--- config.mk ---
export PLATFORM = sky130hd
export DESIGN_NAME = dcc_track_signal_decoder
export DESIGN_NICKNAME = d
export VERILOG_FILES = /design/src/rtl/core/dcc_pkg.sv /design/src/rtl/core/dcc_run_classifier.sv /design/src/rtl/core/dcc_framer.sv /design/src/rtl/core/dcc_out_buffer.sv /design/src/rtl/core/dcc_track_signal_decoder.sv
export SDC_FILE = /design/constraint.sdc
export NUM_CORES = 1
export LEC_CHECK = 0
export BUFFER_PORTS_ARGS = -buffer_cell sky130_fd_sc_hd__buf_2
export CORE_AREA = 10 10 152 154
export DETAILED_ROUTE_END_ITERATION = 10
export DIE_AREA = 0 0 162 164
export HOLD_SLACK_MARGIN = 0.02
export PLACE_DENSITY = 0.76
export SKIP_LAST_GASP = 1
export SYNTH_ARGS = -nofsm -noshare
export SYNTH_HDL_FRONTEND = slang
export SYNTH_SLANG_ARGS = --single-unit
--- constraint.sdc ---
create_clock -name clk_i -period 7.14 [get_ports clk_i]
set_clock_uncertainty 0.05 [all_clocks]
set_input_delay 0.357 -clock clk_i [delete_from_list [all_inputs] [get_ports clk_i]]
set_output_delay 0.357 -clock clk_i [all_outputs]
set_load 0.005 [all_outputs]
--- src/rtl/core/dcc_pkg.sv ---
// shared types and constants for the dcc track signal decoder
// no dependencies; imported by every module of the block
`default_nettype none

package dcc_pkg;

  // default sizing
  localparam int unsigned MaxFrameBytesDefault = 6;
  localparam int unsigned RunCountBitsDefault  = 16;

  // field widths
  localparam int unsigned BaseW      = 15;
  localparam int unsigned PreambleW  = 8;
  localparam int unsigned CfgIdxW    = 1;
  localparam int unsigned CfgDataW   = 15;
  localparam int unsigned ByteW      = 8;
  localparam int unsigned FrameDataW = 48;
  localparam int unsigned FrameLenW  = 3;
  localparam int unsigned KindW      = 3;
  localparam int unsigned HalfBitsN  = 16;
  localparam int unsigned FrameAccW  = 64;
  localparam int unsigned InDataW    = 8;
  localparam int unsigned OutDataW   = 64;

  // reset values of the configuration registers
  localparam logic [BaseW-1:0]     BaseResetVal     = 15'd58;
  localparam logic [PreambleW-1:0] PreambleResetVal = 8'd22;

  // register indexes
  localparam logic [CfgIdxW-1:0] REG_BASE_HALF = 1'b0;
  localparam logic [CfgIdxW-1:0] REG_PREAMBLE  = 1'b1;

  typedef enum logic [1:0] {
    HALF_ZERO    = 2'd0,
    HALF_ONE     = 2'd1,
    HALF_UNKNOWN = 2'd2
  } half_kind_e;

  typedef enum logic [KindW-1:0] {
    EV_PREAMBLE  = 3'd0,
    EV_START     = 3'd1,
    EV_BYTE      = 3'd2,
    EV_BAD_BYTE  = 3'd3,
    EV_FRAME_END = 3'd4
  } event_kind_e;

  typedef struct packed {
    logic       valid;
    half_kind_e kind;
  } half_t;

  typedef struct packed {
    event_kind_e            kind;
    logic [ByteW-1:0]       byte_value;
    logic [FrameDataW-1:0]  frame_data;
    logic [FrameLenW-1:0]   frame_length;
  } result_t;

endpackage

`default_nettype wire

--- src/rtl/core/dcc_run_classifier.sv ---
// run length counter and half-period classifier
// depends on dcc_pkg
`default_nettype none

module dcc_run_classifier #(
  parameter int unsigned RUN_COUNT_BITS = dcc_pkg::RunCountBitsDefault
) (
  input  wire logic                     clk_i,
  input  wire logic                     rst_ni,
  input  wire logic                     accept_i,
  input  wire logic                     level_i,
  input  wire logic [dcc_pkg::BaseW-1:0] base_i,
  output dcc_pkg::half_t                half_o
);
  import dcc_pkg::*;

  localparam int unsigned CmpW = (RUN_COUNT_BITS > BaseW + 1) ? RUN_COUNT_BITS : BaseW + 1;
  localparam logic [RUN_COUNT_BITS-1:0] RunMax = '1;
  localparam logic [RUN_COUNT_BITS-1:0] RunOne = RUN_COUNT_BITS'(1);

  logic                      level_known_q, level_known_d;
  logic                      last_level_q, last_level_d;
  logic [RUN_COUNT_BITS-1:0] run_q, run_d;
  logic [CmpW-1:0]           run_ext, base_ext, twice_ext;

  assign run_ext   = CmpW'(run_q);
  assign base_ext  = CmpW'(base_i);
  assign twice_ext = CmpW'({base_i, 1'b0});

  always_comb begin
    level_known_d = level_known_q;
    last_level_d  = last_level_q;
    run_d         = run_q;
    half_o.valid  = 1'b0;
    half_o.kind   = HALF_UNKNOWN;
    if (accept_i) begin
      level_known_d = 1'b1;
      if (!level_known_q) begin
        // first sample opens a run of one
        last_level_d = level_i;
        run_d        = RunOne;
      end else if (level_i == last_level_q) begin
        if (run_q != RunMax) begin
          run_d = run_q + RunOne;
        end
      end else begin
        last_level_d = level_i;
        run_d        = RunOne;
        if (run_ext == base_ext) begin
          half_o.valid = 1'b1;
          half_o.kind  = HALF_ONE;
        end else if (run_ext >= twice_ext) begin
          half_o.valid = 1'b1;
          half_o.kind  = HALF_ZERO;
        end
      end
    end
  end

  always_ff @(posedge clk_i or negedge rst_ni) begin
    if (!rst_ni) begin
      level_known_q <= 1'b0;
      last_level_q  <= 1'b0;
      run_q         <= '0;
    end else begin
      level_known_q <= level_known_d;
      last_level_q  <= last_level_d;
      run_q         <= run_d;
    end
  end

endmodule

`default_nettype wire

--- src/rtl/core/dcc_framer.sv ---
// framing machine: preamble, separator and byte retrieval, frame byte store
// depends on dcc_pkg
`default_nettype none

module dcc_framer #(
  parameter int unsigned MAX_FRAME_BYTES = dcc_pkg::MaxFrameBytesDefault
) (
  input  wire logic                         clk_i,
  input  wire logic                         rst_ni,
  input  wire dcc_pkg::half_t               half_i,
  input  wire logic [dcc_pkg::PreambleW-1:0] preamble_i,
  output logic                              res_valid_o,
  output dcc_pkg::result_t                  res_o
);
  import dcc_pkg::*;

  localparam int unsigned SlotW = $clog2(MAX_FRAME_BYTES + 1);
  localparam logic [SlotW-1:0] SlotMax = SlotW'(MAX_FRAME_BYTES);

  typedef enum logic [1:0] {
    PH_PREAMBLE,
    PH_SEPARATOR,
    PH_BYTE
  } phase_e;

  phase_e                 phase_q, phase_d;
  logic [PreambleW-1:0]   ones_q, ones_d, ones_inc;
  half_kind_e             prior_q, prior_d;
  logic [3:0]             hcnt_q, hcnt_d;
  logic [SlotW-1:0]       slot_q, slot_d;
  logic [HalfBitsN-1:0]   hbits_q, hbits_new;
  logic [ByteW-1:0]       store_q [MAX_FRAME_BYTES];
  logic                   hbit_we, store_we, pair_bad;
  logic [ByteW-1:0]       byte_dec;
  logic [FrameAccW-1:0]   frame_acc;
  logic [SlotW+FrameLenW-1:0] slot_ext;

  assign ones_inc = (ones_q != '1) ? ones_q + PreambleW'(1) : ones_q;
  assign slot_ext = {{FrameLenW{1'b0}}, slot_q};

  // half-period pairs, msb first, with the incoming half in place
  always_comb begin
    hbits_new         = hbits_q;
    hbits_new[hcnt_q] = (half_i.kind == HALF_ONE);
    pair_bad          = 1'b0;
    byte_dec          = '0;
    for (int i = 0; i < 8; i++) begin
      pair_bad        = pair_bad | (hbits_new[2*i] ^ hbits_new[2*i+1]);
      byte_dec[7 - i] = hbits_new[2*i];
    end
  end

  always_comb begin
    frame_acc = '0;
    for (int i = 0; i < MAX_FRAME_BYTES; i++) begin
      if (SlotW'(i) < slot_q) begin
        frame_acc[8*i +: 8] = store_q[i];
      end
    end
  end

  always_comb begin
    phase_d            = phase_q;
    ones_d             = ones_q;
    prior_d            = prior_q;
    hcnt_d             = hcnt_q;
    slot_d             = slot_q;
    hbit_we            = 1'b0;
    store_we           = 1'b0;
    res_valid_o        = 1'b0;
    res_o.kind         = EV_PREAMBLE;
    res_o.byte_value   = '0;
    res_o.frame_data   = '0;
    res_o.frame_length = '0;
    if (half_i.valid) begin
      case (phase_q)
        PH_PREAMBLE: begin
          if (half_i.kind == HALF_ONE) begin
            ones_d = ones_inc;
            if (ones_inc >= preamble_i) begin
              ones_d      = '0;
              slot_d      = '0;
              prior_d     = HALF_UNKNOWN;
              phase_d     = PH_SEPARATOR;
              res_valid_o = 1'b1;
              res_o.kind  = EV_PREAMBLE;
            end
          end else begin
            ones_d = '0;
          end
        end
        PH_SEPARATOR: begin
          if (prior_q == HALF_UNKNOWN) begin
            prior_d = half_i.kind;
          end else if (prior_q == HALF_ZERO && half_i.kind == HALF_ZERO) begin
            hcnt_d      = '0;
            ones_d      = '0;
            phase_d     = PH_BYTE;
            res_valid_o = 1'b1;
            res_o.kind  = EV_START;
          end else if (prior_q == HALF_ONE && half_i.kind == HALF_ONE) begin
            hcnt_d             = '0;
            ones_d             = '0;
            phase_d            = PH_PREAMBLE;
            res_valid_o        = 1'b1;
            res_o.kind         = EV_FRAME_END;
            res_o.frame_data   = frame_acc[FrameDataW-1:0];
            res_o.frame_length = slot_ext[FrameLenW-1:0];
          end
        end
        PH_BYTE: begin
          hbit_we = 1'b1;
          hcnt_d  = hcnt_q + 4'd1;
          if (hcnt_q == 4'd15) begin
            hcnt_d      = '0;
            res_valid_o = 1'b1;
            if (pair_bad) begin
              ones_d     = '0;
              phase_d    = PH_PREAMBLE;
              res_o.kind = EV_BAD_BYTE;
            end else begin
              if (slot_q < SlotMax) begin
                store_we = 1'b1;
                slot_d   = slot_q + SlotW'(1);
              end
              prior_d          = HALF_UNKNOWN;
              phase_d          = PH_SEPARATOR;
              res_o.kind       = EV_BYTE;
              res_o.byte_value = byte_dec;
            end
          end
        end
        default: begin
          phase_d = PH_PREAMBLE;
        end
      endcase
    end
  end

  always_ff @(posedge clk_i or negedge rst_ni) begin
    if (!rst_ni) begin
      phase_q <= PH_PREAMBLE;
      ones_q  <= '0;
      prior_q <= HALF_UNKNOWN;
      hcnt_q  <= '0;
      slot_q  <= '0;
    end else begin
      phase_q <= phase_d;
      ones_q  <= ones_d;
      prior_q <= prior_d;
      hcnt_q  <= hcnt_d;
      slot_q  <= slot_d;
    end
  end

  // half-period and byte stores, written before they are read
  always_ff @(posedge clk_i) begin
    if (hbit_we) begin
      hbits_q[hcnt_q] <= (half_i.kind == HALF_ONE);
    end
    for (int i = 0; i < MAX_FRAME_BYTES; i++) begin
      if (store_we && slot_q == SlotW'(i)) begin
        store_q[i] <= byte_dec;
      end
    end
  end

endmodule

`default_nettype wire

--- src/rtl/core/dcc_out_buffer.sv ---
// result register with one skid entry between the decoder and the output stream
// depends on dcc_pkg
`default_nettype none

module dcc_out_buffer (
  input  wire logic        clk_i,
  input  wire logic        rst_ni,
  input  wire logic        push_i,
  input  wire dcc_pkg::result_t res_i,
  output logic             ready_o,
  output logic             out_valid_o,
  input  wire logic        out_ready_i,
  output dcc_pkg::result_t out_o
);
  import dcc_pkg::*;

  logic    out_valid_q, skid_valid_q;
  result_t out_q, skid_q;
  logic    pop, load;

  assign pop         = out_valid_q & out_ready_i;
  assign load        = !out_valid_q || pop;
  assign ready_o     = !skid_valid_q;
  assign out_valid_o = out_valid_q;
  assign out_o       = out_q;

  always_ff @(posedge clk_i or negedge rst_ni) begin
    if (!rst_ni) begin
      out_valid_q  <= 1'b0;
      skid_valid_q <= 1'b0;
    end else if (load) begin
      out_valid_q  <= skid_valid_q | push_i;
      skid_valid_q <= 1'b0;
    end else if (push_i) begin
      skid_valid_q <= 1'b1;
    end
  end

  always_ff @(posedge clk_i) begin
    if (load) begin
      out_q <= skid_valid_q ? skid_q : res_i;
    end else if (push_i) begin
      skid_q <= res_i;
    end
  end

  // skid only holds an item behind a waiting output
  a_skid_behind_out : assert property (@(posedge clk_i) disable iff (!rst_ni)
    skid_valid_q |-> out_valid_q)
    else $error("skid entry without output entry");

  // no push arrives while the skid entry is in use
  a_no_push_on_full : assert property (@(posedge clk_i) disable iff (!rst_ni)
    skid_valid_q |-> !push_i)
    else $error("push into full buffer");

  // a stalled output with a new push parks the item in the skid entry
  a_stall_parks : assert property (@(posedge clk_i) disable iff (!rst_ni)
    (out_valid_q && !out_ready_i && push_i) |=> skid_valid_q)
    else $error("item lost during stall");

  // a waiting skid entry moves up once the output is taken
  a_skid_moves : assert property (@(posedge clk_i) disable iff (!rst_ni)
    (skid_valid_q && out_ready_i) |=> (out_valid_q && !skid_valid_q))
    else $error("skid entry not forwarded");

endmodule

`default_nettype wire

--- src/rtl/core/dcc_track_signal_decoder.sv ---
// top level of the dcc track signal decoder: config registers, classifier,
// framer and output buffer; depends on dcc_pkg and the three submodules
//
//   channel   direction  handshake                         payload
//   s_axis    in         s_axis_tvalid_i / s_axis_tready_o  tdata[0] line_level
//   m_axis    out        m_axis_tvalid_o / m_axis_tready_i  tuser event_kind, tdata results
//   cfg       in         cfg_we_i (no handshake back)       cfg_idx_i, cfg_data_i
//
// one sample is taken per clock while s_axis_tready_o is high; a sample updates the run
// counter and the framing machine in the cycle it is accepted, and any result is registered
// at that edge, in the output register or, behind a stalled output, in the skid entry.
// the output side has a result register plus one skid entry: sampling stops only
// when both hold items, which takes two stalled results in a row.
// reset clears the run counter, the framing machine and the buffer valid bits;
// configuration returns to base 58 and preamble 22.
`default_nettype none

module dcc_track_signal_decoder #(
  parameter int unsigned MAX_FRAME_BYTES = dcc_pkg::MaxFrameBytesDefault,
  parameter int unsigned RUN_COUNT_BITS  = dcc_pkg::RunCountBitsDefault
) (
  input  wire logic                           clk_i,
  input  wire logic                           rst_ni,
  input  wire logic                           s_axis_tvalid_i,
  output logic                                s_axis_tready_o,
  input  wire logic [dcc_pkg::InDataW-1:0]    s_axis_tdata_i,  // [0] line_level
  output logic                                m_axis_tvalid_o,
  input  wire logic                           m_axis_tready_i,
  output logic [dcc_pkg::OutDataW-1:0]        m_axis_tdata_o,  // [7:0] byte_value,
                                                               // [55:8] frame_data,
                                                               // [58:56] frame_length
  output logic [dcc_pkg::KindW-1:0]           m_axis_tuser_o,  // [2:0] event_kind
  input  wire logic                           cfg_we_i,
  input  wire logic [dcc_pkg::CfgIdxW-1:0]    cfg_idx_i,
  input  wire logic [dcc_pkg::CfgDataW-1:0]   cfg_data_i
);
  import dcc_pkg::*;

  logic [BaseW-1:0]     base_q;
  logic [PreambleW-1:0] preamble_q;
  logic                 accept;
  half_t                half;
  logic                 res_valid;
  result_t              res, out_res;

  always_ff @(posedge clk_i or negedge rst_ni) begin
    if (!rst_ni) begin
      base_q     <= BaseResetVal;
      preamble_q <= PreambleResetVal;
    end else if (cfg_we_i) begin
      case (cfg_idx_i)
        REG_BASE_HALF: base_q     <= cfg_data_i[BaseW-1:0];
        REG_PREAMBLE:  preamble_q <= cfg_data_i[PreambleW-1:0];
        default: begin
        end
      endcase
    end
  end

  assign accept = s_axis_tvalid_i & s_axis_tready_o;

  dcc_run_classifier #(
    .RUN_COUNT_BITS(RUN_COUNT_BITS)
  ) u_classifier (
    .clk_i    (clk_i),
    .rst_ni   (rst_ni),
    .accept_i (accept),
    .level_i  (s_axis_tdata_i[0]),
    .base_i   (base_q),
    .half_o   (half)
  );

  dcc_framer #(
    .MAX_FRAME_BYTES(MAX_FRAME_BYTES)
  ) u_framer (
    .clk_i       (clk_i),
    .rst_ni      (rst_ni),
    .half_i      (half),
    .preamble_i  (preamble_q),
    .res_valid_o (res_valid),
    .res_o       (res)
  );

  dcc_out_buffer u_out_buffer (
    .clk_i       (clk_i),
    .rst_ni      (rst_ni),
    .push_i      (res_valid),
    .res_i       (res),
    .ready_o     (s_axis_tready_o),
    .out_valid_o (m_axis_tvalid_o),
    .out_ready_i (m_axis_tready_i),
    .out_o       (out_res)
  );

  assign m_axis_tdata_o = {5'b0, out_res.frame_length, out_res.frame_data, out_res.byte_value};
  assign m_axis_tuser_o = out_res.kind;

endmodule

`default_nettype wire

Word-level counts from Yosys, hierarchy flattened --
Memories as Yosys holds them, arrays and structs flattened. Cells that the tools add are included.
Word-level totals: logic and storage cells 229, register bits 202, memories 1, bits of input ports 29, output and inout port bits 69, bits in writable memories 48
Cells by class: order comparisons 11, multiplexer cells 111, bitwise operators 20, equal/unequal tests 26, reduce and logical (&&, ||, !) cells 35, add/subtract/negate cells 4
Memory list:
- u_framer.store_q | depth 6, width 8, rd ports 6, clocked after Yosys merged registers in 0, write ports 1, line dcc_framer.sv:32 | logic [ByteW-1:0] store_q [MAX_FRAME_BYTES];
Operators by type and width (count):
- 2-to-1 mux 51 bit | 4
- 2-to-1 mux 8 bit | 21
- 2-to-1 mux 62 bit | 2
- 2-to-1 mux 3 bit | 18
- 2-to-1 mux 16 bit | 3
- OR reduction 8 bit | 5
- 2-to-1 mux 1 bit | 38
- one-hot mux 8 bit (3 select lines) | 1
- 2-to-1 mux 2 bit | 11
- adder 16 x 1 -> 16 bit (second input constant) | 1
- bitwise mux 16 bit | 1
- == test 16 x 15 -> 1 bit | 1
- greater-or-equal comparator 16 bit | 1
- 2-to-1 mux 4 bit | 4
- inequality test 16 bit (second input constant) | 1
- AND reduction 7 bit | 2
- inequality test 2 x 1 -> 1 bit (second input constant) | 6
- one-hot mux 2 bit (3 select lines) | 2
- one-hot mux 3 bit (2 select lines) | 2
- AND reduction 6 bit | 2
- 2-to-1 mux 10 bit | 1
- AND reduction 2 bit | 5
- logical AND 1 bit | 9
- adder 8 x 1 -> 8 bit (second input constant) | 1
- 34 further kinds | 65

Logic depth before layout (Yosys ltp) --
Gate-level depths: netlist of run 1.
word-level depth 29, depth in mapped cells 16

Hierarchy --
From an unflattened synthesis of run 1, not the netlist that was laid out.
Second synthesis, totals: cell total of the unflattened synthesis 832, area total of the unflattened synthesis 11868.9 µm²
By module, submodules not included:
- dcc_out_buffer | seq. area each 3773.6 µm², times used 1, cells an instance 202, area each 4849.7 µm²
- dcc_framer | seq. area each 2398.6 µm², times used 1, cells an instance 378, area each 4435.5 µm²
- dcc_run_classifier | seq. area each 450.4 µm², times used 1, cells an instance 195, area each 1619.1 µm²
- dcc_track_signal_decoder | seq. area each 584.3 µm², times used 1, cells an instance 57, area each 964.7 µm²

Worst setup path before layout of run 1 --
No wires, ideal clock.
kind flip-flop to flip-flop, from reg u_framer.ones_q[0], to reg u_out_buffer.skid_q[0] (netlist name) (enable), path buffers 0, arrival 5.217 ns, cell stages (with the launch flop) 16, setup slack 1.391 ns, library setup time 0.482 ns, required time 6.608 ns, path through dfrtp_1 -> ha_1 -> nand2_1 -> nor4_1 -> nand3_1 -> nand2b_1 -> nor3_1 -> xnor2_1 -> ha_1 -> nand3_1 -> o211a_1 -> a21oi_1 -> nand3_1 -> o211ai_1 -> nand2_1 -> nor2_1
On the way: word-level cells in the longest chain between the ends 8, elaborated cells between the ends (all ways) 9, those cells by class 1 x add/sub; 1 x order compare; 1 x eq/ne; 5 x mux; 1 x reduce/logical
RTL lines:
- start: declaration | line dcc_framer.sv:27 | logic [PreambleW-1:0] ones_q, ones_d, ones_inc;
- start signal: assignment | line dcc_framer.sv:149 | ones_q <= ones_d;
- adder 8 x 1 -> 8 bit / inequality test 8 bit (equally long branches) | line dcc_framer.sv:38 | assign ones_inc = (ones_q != '1) ? ones_q + PreambleW'(1) : ones_q;
- 2-to-1 mux 8 bit (*) | line dcc_framer.sv:38
- greater-or-equal comparator 8 bit (*) | line dcc_framer.sv:80 | if (ones_inc >= preamble_i) begin
- 2-to-1 mux 1 bit (*) | line dcc_framer.sv:80
- 2-to-1 mux 1 bit (*) | line dcc_framer.sv:78 | if (half_i.kind == HALF_ONE) begin
- one-hot mux 1 bit (3 select lines) (*) | line dcc_framer.sv:76 | case (phase_q)
- 2-to-1 mux 1 bit (*) | line dcc_framer.sv:75 | if (half_i.valid) begin
- AND reduction 2 bit (no source line) (*)
- end signal: assignment | line dcc_out_buffer.sv:43 | skid_q <= res_i;
- end: declaration | line dcc_out_buffer.sv:18 | result_t out_q, skid_q;
Every way passes the cells marked *; elsewhere a longest branch is shown, timed or not. A chain may end at the register's enable or synchronous reset.

Final worst setup path of run 1 --
from reg u_classifier.run_q[11] (netlist: u_classifier.run_ext[11]), to mem u_framer.store_q[0][7] (enable)
On the way: elaborated cells between the ends (all ways) 61, those cells by class 1 x order compare; 2 x eq/ne; 32 x mux; 15 x bitwise; 11 x reduce/logical
RTL lines:
- start: declaration | line dcc_run_classifier.sv:23 | logic [RUN_COUNT_BITS-1:0] run_q, run_d;
- start signal: assignment | line dcc_run_classifier.sv:68 | run_q <= run_d;
- greater-or-equal comparator 16 bit | line dcc_run_classifier.sv:52 | end else if (run_ext >= twice_ext) begin
- 2-to-1 mux 3 bit | line dcc_run_classifier.sv:52
- 2-to-1 mux 3 bit (*) | line dcc_run_classifier.sv:49 | if (run_ext == base_ext) begin
- 2-to-1 mux 3 bit (*) | line dcc_run_classifier.sv:42 | end else if (level_i == last_level_q) begin
- 2-to-1 mux 3 bit (*) | line dcc_run_classifier.sv:38 | if (!level_known_q) begin
- 2-to-1 mux 3 bit (*) | line dcc_run_classifier.sv:36 | if (accept_i) begin
- == test 2 x 1 -> 1 bit (*) | line dcc_framer.sv:44 | hbits_new[hcnt_q] = (half_i.kind == HALF_ONE);
- bitwise mux 16 bit (*) | line dcc_framer.sv:44
- via u_framer.hbits_new[14] | line dcc_framer.sv:31 | logic [HalfBitsN-1:0] hbits_q, hbits_new;
- [3 not listed]
- 2-to-1 mux 1 bit (*) | line dcc_framer.sv:114 | if (hcnt_q == 4'd15) begin
- 2-to-1 mux 1 bit (*) | line dcc_framer.sv:76
- 2-to-1 mux 1 bit (*) | line dcc_framer.sv:75
- logical AND 1 bit | line dcc_framer.sv:162 | if (store_we && slot_q == SlotW'(i)) begin
- 2-to-1 mux 1 bit | line dcc_framer.sv:162
- 2-to-1 mux 1 bit (not written as such) | line dcc_framer.sv:163 | store_q[i] <= byte_dec;
- OR reduction 8 bit (no source line)
- 2-to-1 mux 3 bit (no source line) / 2-to-1 mux 1 bit (equally long branches) (5 in series)
- end: declaration | line dcc_framer.sv:32
The timed path passes the listed nets; every way through them passes the cells marked *.

==> reports/metrics.cfg, run 1 <==
[synth]
yosys.area_share.adder_pct=3.96
yosysSeqAreaShare_pct=63.4
post_synth_mux_area_share_pct=1.88
synth_compound_area_share_pct=11.8
synth_edf_count=188
synth_cell_types=66
ys_warn_count=0
synth-xor-area-share_pct=3.31
async_flop_share_pct=24.8
syn_inst=900
mappedNetlistArea_sq_um=11400
synth_top_family_by_area=simple AND/OR/NAND/NOR gates
synth_area_per_cell_sq_um=12.6
synth-simple-area-share_pct=12.5
synth_seq_cells=250
synthFlopType=edfxtp_1

[outcome]
outcome=finished, final reports clean

[worst_setup_path]
crit_path_end_kind=flop
path_cells=xor2_1, nor4_1, nand4_2, o31ai_2, xnor2_1, nand3_1, or3_1, nor4_4, and3_1
cp.arrival_ns=5.43
crit_buf_inv=0
crit_fanout=22
cp.required_ns=7.25
slowest_delay_ns=1.06
crit_type=reg2reg
critPathSlowestCell=o31ai_2
crit_path_start_kind=flop
critPathLaunch=u_classifier.run_ext[11]$_DFFE_PN0P_
crit_family=simple AND/OR/NAND/NOR gates
reg2reg_from=u_classifier.run_ext[11]$_DFFE_PN0P_

[floorplanning]
start_util_pct=56.7
ioPinCount=98
std_cell_rows=52
core_sq_um=20000
die_w_um=162
die_h_um=164
dieArea_sq_um=26600

[clock_network]
clock_sinks=250
cts_hold_buf=3
clk_latency_ns=0.51
ctsRootBufferMaster=clkbuf_16
cts_resized=0
htree_num_levels=1
post-cts-setup-buffers=0
cts.clk_slew.worst_paths_ns=0.06
cts_buffers=25
clockBufferDepth=3
cts_tree=done

[cells_and_area]
num-fill-cells=1474
n_antenna_cell=0
final_nets=1061
drive_gt1_share_pct=16.5
syn_to_final_growth_pct=13.7

[timing]
relSlewSlack_pct=18.1
tightest_slew_ns=1.22
fin_crit_ns=5.31
rsz0062_at_grt=false
timing.hold.ws_ns=0.0283
hold_viol=0
drv_slew=0
setup_viol_count_final=0
tns_ns=0
fin_crit_sh_pct=74.4
fmax_ghz=0.188

[route]
routed_wl_mm=23.0
drtAntennaViolNets=0
vias=7204
routed_via_density=5.62
wl_per_cell_um=17.9
route.detailed.drc=0
first_pass_iters=5
first_iter_violations=510

[min_path]
hold_start=cfg_data_i[5]
hold_class=in2reg

[placed_design]
hpwlAfterDp_mm=15.4
io_buffer_count=85
routabilityCongestion=0.877

[global_routing]
grt-ovfl-total=0
antenna_found_initial=0
grtUsageTotal_pct=17.1
grt_max_degree=65
grt_pass1_vias=7118
grt_pass1_wl_mm=37.3

[flow_run]
max_cap_viol_count=0

[pwr]
power_density_nw_per_um2=246
p_leak_nw=5.76
vdd_drop_max_mv=0.212

power breakdown:
group / internal (mW) / leakage [nW] / switching (mW)
sequential: 1.58 / 2.59 / 0.0350
clock: 0.792 / 0.399 / 0.516
combinational: 0.111 / 2.77 / 0.140
per-stage QoR:
step	util (%)	instance area (sq um)	worst slack [ns]	instances	total power, mW
2_1_floorplan	-	11400	1.39	904	1.83
3_3_place_gp	60.3	12100	1.90	1235	1.88
3_5_place_dp	60.3	12100	1.87	1235	1.89
4_1_cts	64.5	12900	1.82	1281	3.20
5_1_grt	64.5	12900	1.47	1282	3.30
6_report	64.5	12900	1.83	1282	3.18
flip-flops by register name, indices dropped and copies added (netlist names), 2 cells and up:
signal and count:
u_framer.slot_q 3, u_framer.hcnt_q 4, preamble_q 8, u_framer.ones_q 8
u_framer.prior_q 2, u_out_buffer.skid_q 62, u_framer.store_q 48, u_classifier.run_ext 16
u_framer.phase_q 2, u_out_buffer.out_o 62, base_q 15, u_framer.hbits_q 16
worst register-to-register path, stage by stage, from the launching register on:
cell and delay, ns:
dfrtp_1 0.45, xor2_1 0.19, nor4_1 0.39, nand4_2 0.55
o31ai_2 1.07, xnor2_1 0.20, nand3_1 0.13, or3_1 0.55
nor4_4 0.87, and3_1 0.54
final timing paths:
| kind | end | depth (start not counted) | slack, ns |
|---|---|---|---|
| max in group asynchronous | u_out_buffer.skid_valid_q$_DFFE_PN0P_ | 3 | 5.98 |
| worst max register to register | u_framer.store_q[0][7]$_DFFE_PP_ | 9 | 1.83 |
| worst min-delay path | base_q[5]$_DFFE_PN1P_ | 3 | 0.03 |
| min in group asynchronous | base_q[13]$_DFFE_PN0P_ | 3 | 0.49 |
| worst max-delay path | u_framer.store_q[0][7]$_DFFE_PP_ | 9 | 1.83 |
| worst min register to register | preamble_q[5]$_DFFE_PN0P_ | 1 | 0.46 |
cell usage in the layout (no fill, tap or decap), types with 4 or more instances in the layout:
cell / instances
nand3_1: 26
conb_1: 5
a31oi_1: 6
mux2i_1: 9
edfxtp_1: 188
clkbuf_1: 4
buf_2: 85
clkinv_2: 4
xor2_1: 26
ha_1: 36
xnor2_1: 17
dfstp_2: 8
or3_1: 5
a21o_1: 57
a22o_1: 10
nand4_1: 5
nor2_1: 34
bufinv_16: 4
and2_1: 50
clkinv_1: 5
nor3_1: 10
nand2b_1: 9
and4_1: 4
buf_4: 12
mux2_2: 11
inv_1: 46
nand2_1: 86
o31ai_1: 13
dfrtp_1: 53
o21ai_0: 44
o22ai_1: 4
a21oi_1: 19
nor2b_1: 7
clkbuf_16: 25
and3_1: 17
nor4_1: 12
layer usage:
layer  up-vias  wire [um]  global-route usage [%]
met3        37       1430                    3.15
li1       3463          -                       -
met2       220      11100                    28.4
met1      3484      10100                    22.7
met4         0        386                    4.67
met5         -          0                       0
logic make-up (layout without fill, tap and decap cells):
logic type,after synthesis,after routing
DFF,250,250
and+or+nand+nor,276,276
AOI/OAI and AO/OA,191,191
other,1,5
adders and majority gates,36,36
xor gates and xnor gates,43,43
buffers and inverters,83,191
muxes,20,20
synth_stat cells (all sizes together), types with 10 or more instances:
| cell | n | area [sq um] |
|---|---|---|
| nand3 | 26 | 130 |
| and2 | 50 | 313 |
| nand2b | 10 | 62.6 |
| and3 | 17 | 106 |
| a22o | 10 | 87.6 |
| o31ai | 14 | 105 |
| clkbuf | 25 | 93.8 |
| xnor2 | 17 | 149 |
| a21o | 57 | 428 |
| nor2 | 36 | 138 |
| xor2 | 26 | 228 |
| inv | 46 | 173 |
| nor4 | 14 | 109 |
| edfxtp | 188 | 5650 |
| mux2 | 11 | 124 |
| nor3 | 10 | 50.1 |
| a21oi | 19 | 95.1 |
| ha | 36 | 450 |
| buf | 11 | 85.1 |
| o21ai | 47 | 235 |
| dfrtp | 54 | 1350 |
| nand2 | 86 | 323 |
layout make-up:
| cell class | instances | area [sq um] | area share [%] |
|---|---|---|---|
| timing repair buffer | 101 | 551 | 4.26 |
| clock inverter | 13 | 163 | 1.26 |
| multi-input combinational | 571 | 3840 | 29.7 |
| tap | 270 | 338 | 2.61 |
| sequential | 250 | 7210 | 55.8 |
| inverter | 47 | 176 | 1.36 |
| clock buffer | 30 | 654 | 5.06 |
No activity file was read; power rests on OpenSTA's default activity.
==> run 2: changes to the inputs <==
- ABC_AREA: default -> 1
- CORE_AREA: 10 10 152 154 -> 10 10 158 160
- DIE_AREA: 0 0 162 164 -> 0 0 168 170
- clock period: 7.14 -> 4.3 ns (I/O delays scaled with it)
==> reports/metrics.cfg, run 2 <==
[min_path]
hold_class=in2reg

[synth]
ys_warn_count=0  ; unchanged
synth_top_area_share_pct=48.5  ; -1.2 points
synthFlopType=edfxtp_1
syn_inst=1161  ; +29%
synthTopCellsByArea=edfxtp_1, dfrtp_1, nor2_1
mappedNetlistArea_sq_um=11600  ; +2.5%
async_flop_share_pct=24.8  ; unchanged
synth_seq_cells=250  ; unchanged
synth_edf_count=188  ; unchanged
synth_area_per_cell_sq_um=10.0  ; -21%
yosysTopAreaCell=edfxtp_1
synth_most_common_cell=nor2_1
synthTopCellsByCount=nor2_1, nand2_1, edfxtp_1, inv_1, dfrtp_1
yosysSeqAreaShare_pct=61.9  ; -1.5 points
synth_cell_types=42  ; -36%

[pwr]
power_density_nw_per_um2=378  ; +54%
intPower_mw=3.99  ; +61%
power_switching_mw=1.07  ; +55%
combinationalPowerShare_pct=4.8  ; -3.1 points
seqPwrFrac_pct=52.4  ; +1.5 points
p_leak_nw=6.07  ; +5.4%
pwr-share-clk_pct=42.8  ; +1.6 points
power.total_mw=5.06  ; +59%
vdd_drop_max_mv=0.316  ; +49%
p_sw_share_pct=21.1  ; -0.60 points

[floorplanning]
core_sq_um=21700  ; +8.2%
std_cell_rows=54  ; +3.8%
dieArea_sq_um=28600  ; +7.5%
start_util_pct=53.7  ; -3.0 points
die_h_um=170  ; +3.7%
ioPinCount=98  ; unchanged
die_w_um=168  ; +3.7%

[clock_network]
clockBufferDepth=3  ; unchanged
cts_resized=0  ; unchanged
cts_tree=done
htree_num_levels=1  ; unchanged
cts.clk_slew.worst_paths_ns=0.06  ; about the same
clock_sinks=250  ; unchanged
cts_buffers=25  ; unchanged
post-cts-setup-buffers=0  ; unchanged
clk_latency_ns=0.52  ; about the same
cts_hold_buf=19  ; +16
ctsRootBufferMaster=clkbuf_16

[route]
routed_via_density=5.16  ; -8.2%
first_pass_iters=5  ; unchanged
vias=8093  ; +12%
route.detailed.drc=0  ; unchanged
wl_per_cell_um=15.6  ; -13%
routed_wl_mm=24.4  ; +6.3%
drtAntennaViolNets=0  ; unchanged
first_iter_violations=664  ; +30%

[global_routing]
grt-ovfl-total=0  ; unchanged
use_met2_pct=28.7  ; +0.25 points
grt_pass1_wl_mm=40.0  ; +7.4%
use_met1_pct=21.1  ; -1.6 points
grt_max_degree=65  ; unchanged
antenna_found_initial=0  ; unchanged
grt-busiest-layer=met2
use_met3_pct=2.93  ; -0.23 points
grt_pass1_vias=7915  ; +11%
grtUsageTotal_pct=16.7  ; -0.43 points

[timing]
rsz0062_at_grt=false
fmax_ghz=0.268  ; +42%
timing.hold.ws_ns=0.139  ; +0.111 ns
drv_slew=0  ; unchanged
setup_viol_count_final=0  ; unchanged
hold_viol=0  ; unchanged
tns_ns=0  ; unchanged
relSlewSlack_pct=41.6  ; +24 points
fin_crit_ns=3.73  ; -1.58 ns
fin_crit_sh_pct=86.8  ; +12 points
tightest_slew_ns=0.874  ; -0.343 ns

[worst_setup_path]
cp.required_ns=4.39  ; -2.86 ns
crit_path_start_kind=flop
crit_fanout=25  ; +14%
crit_path_end_kind=flop
crit_type=reg2reg
cp.arrival_ns=3.82  ; -1.61 ns

[placed_design]
routabilityCongestion=0.877  ; unchanged
io_buffer_count=85  ; unchanged
place_inst=1506  ; +22%
hpwlAfterDp_mm=16.3  ; +5.7%

[cells_and_area]
layout_commonest_cell=nor2_1
regArea_sq_um=7210  ; about the same
final_nets=1337  ; +26%
layout_common_cells=nor2_1, nand2_1, edfxtp_1, inv_1, buf_2
multiInputGateArea_sq_um=3760  ; -1.9%
num-fill-cells=1742  ; +18%
syn_to_final_growth_pct=14.9
fin_cells=1569  ; +22%
drive_gt1_share_pct=15.6  ; -0.91 points
n_antenna_cell=0  ; unchanged

[outcome]
outcome=finished, final reports clean

[flow_run]
max_cap_viol_count=0  ; unchanged

[run 2: metal layers]
metal | vias to the layer above | share of wire (%) | wire length, um
li1 | 4069 | - | -
met1 | 3779 | 43 | 10500
met2 | 198 | 49 | 12100
met3 | 47 | 5.1 | 1250
met4 | 0 | 2.4 | 587
met5 | - | 0 | 0
[run 2: cell type report]
cell class	instances	area share, %
clock inverter	14	1.14
tap	280	2.62
multi-input combinational	741	28.1
inverter	137	3.84
clock buffer	30	4.97
timing repair buffer	117	5.42
sequential	250	53.9
[run 2: power groups by stage]
stage / clock network, mW / logic (mW) / registers [mW]
6_report: 2.17 / 0.241 / 2.65
2_1_floorplan: 0 / 0.168 / 2.69
5_1_grt: 2.30 / 0.288 / 2.66
3_3_place_gp: 0 / 0.215 / 2.70
3_5_place_dp: 0 / 0.226 / 2.70
4_1_cts: 2.22 / 0.242 / 2.65
[run 2: kinds of logic (layout without fill, tap and decap cells)]
group	Yosys count	after routing	synth area share, %
and+or+nand+nor	573	573	21.9
DFF	250	250	61.9
buffers and inverters	174	298	6.17
AOI/OAI and AO/OA	120	120	5.63
adders and majority gates	36	36	3.87
xor gates and xnor gates	7	7	0.526
other	1	5	0.0322
[run 2: worst paths after layout]
kind	startpoint	endpoint	slack [ns]	cells past startpoint
min	m_axis_tready_i	u_out_buffer.skid_q[50]$_DFFE_PP_	0.14	4
min in group asynchronous	rst_ni	base_q[8]$_DFFE_PN0P_	0.36	3
min reg2reg	preamble_q[1]$_DFFE_PN1P_	preamble_q[1]$_DFFE_PN1P_	0.44	2
max in group asynchronous	rst_ni	u_framer.ones_q[6]$_DFFE_PN0P_	3.31	3
max	base_q[1]$_DFFE_PN1P_	u_framer.store_q[0][4]$_DFFE_PP_	0.57	16
max reg2reg	base_q[1]$_DFFE_PN1P_	u_framer.store_q[0][4]$_DFFE_PP_	0.57	16
[run 2: worst max-delay path, cell delays in order, from the launching register on]
cell	delay, ns
dfstp_2	0.54
inv_1	0.06
nand2_1	0.05
nand2_1	0.04
nor2_1	0.12
nand2_1	0.11
nor2_4	0.14
nand3_4	0.30
o21ai_1	0.22
buf_4	0.24
nand2_1	0.09
nand2_1	0.08
nand2_1	0.08
nor2_4	0.27
and2_4	0.22
nand2_4	0.09
nor3_2	0.62
[run 2: per-stage QoR]
| stage | setup slack (ns) | utilization, % | instance area, sq um |
|---|---|---|---|
| after floorplan | -1.08 | - | 11700 |
| after global placement | 0.732 | 57.0 | 12400 |
| after detailed placement | 0.624 | 57.0 | 12400 |
| after CTS | 0.560 | 61.7 | 13400 |
| after global routing | 0.184 | 61.7 | 13400 |
| final | 0.568 | 61.7 | 13400 |
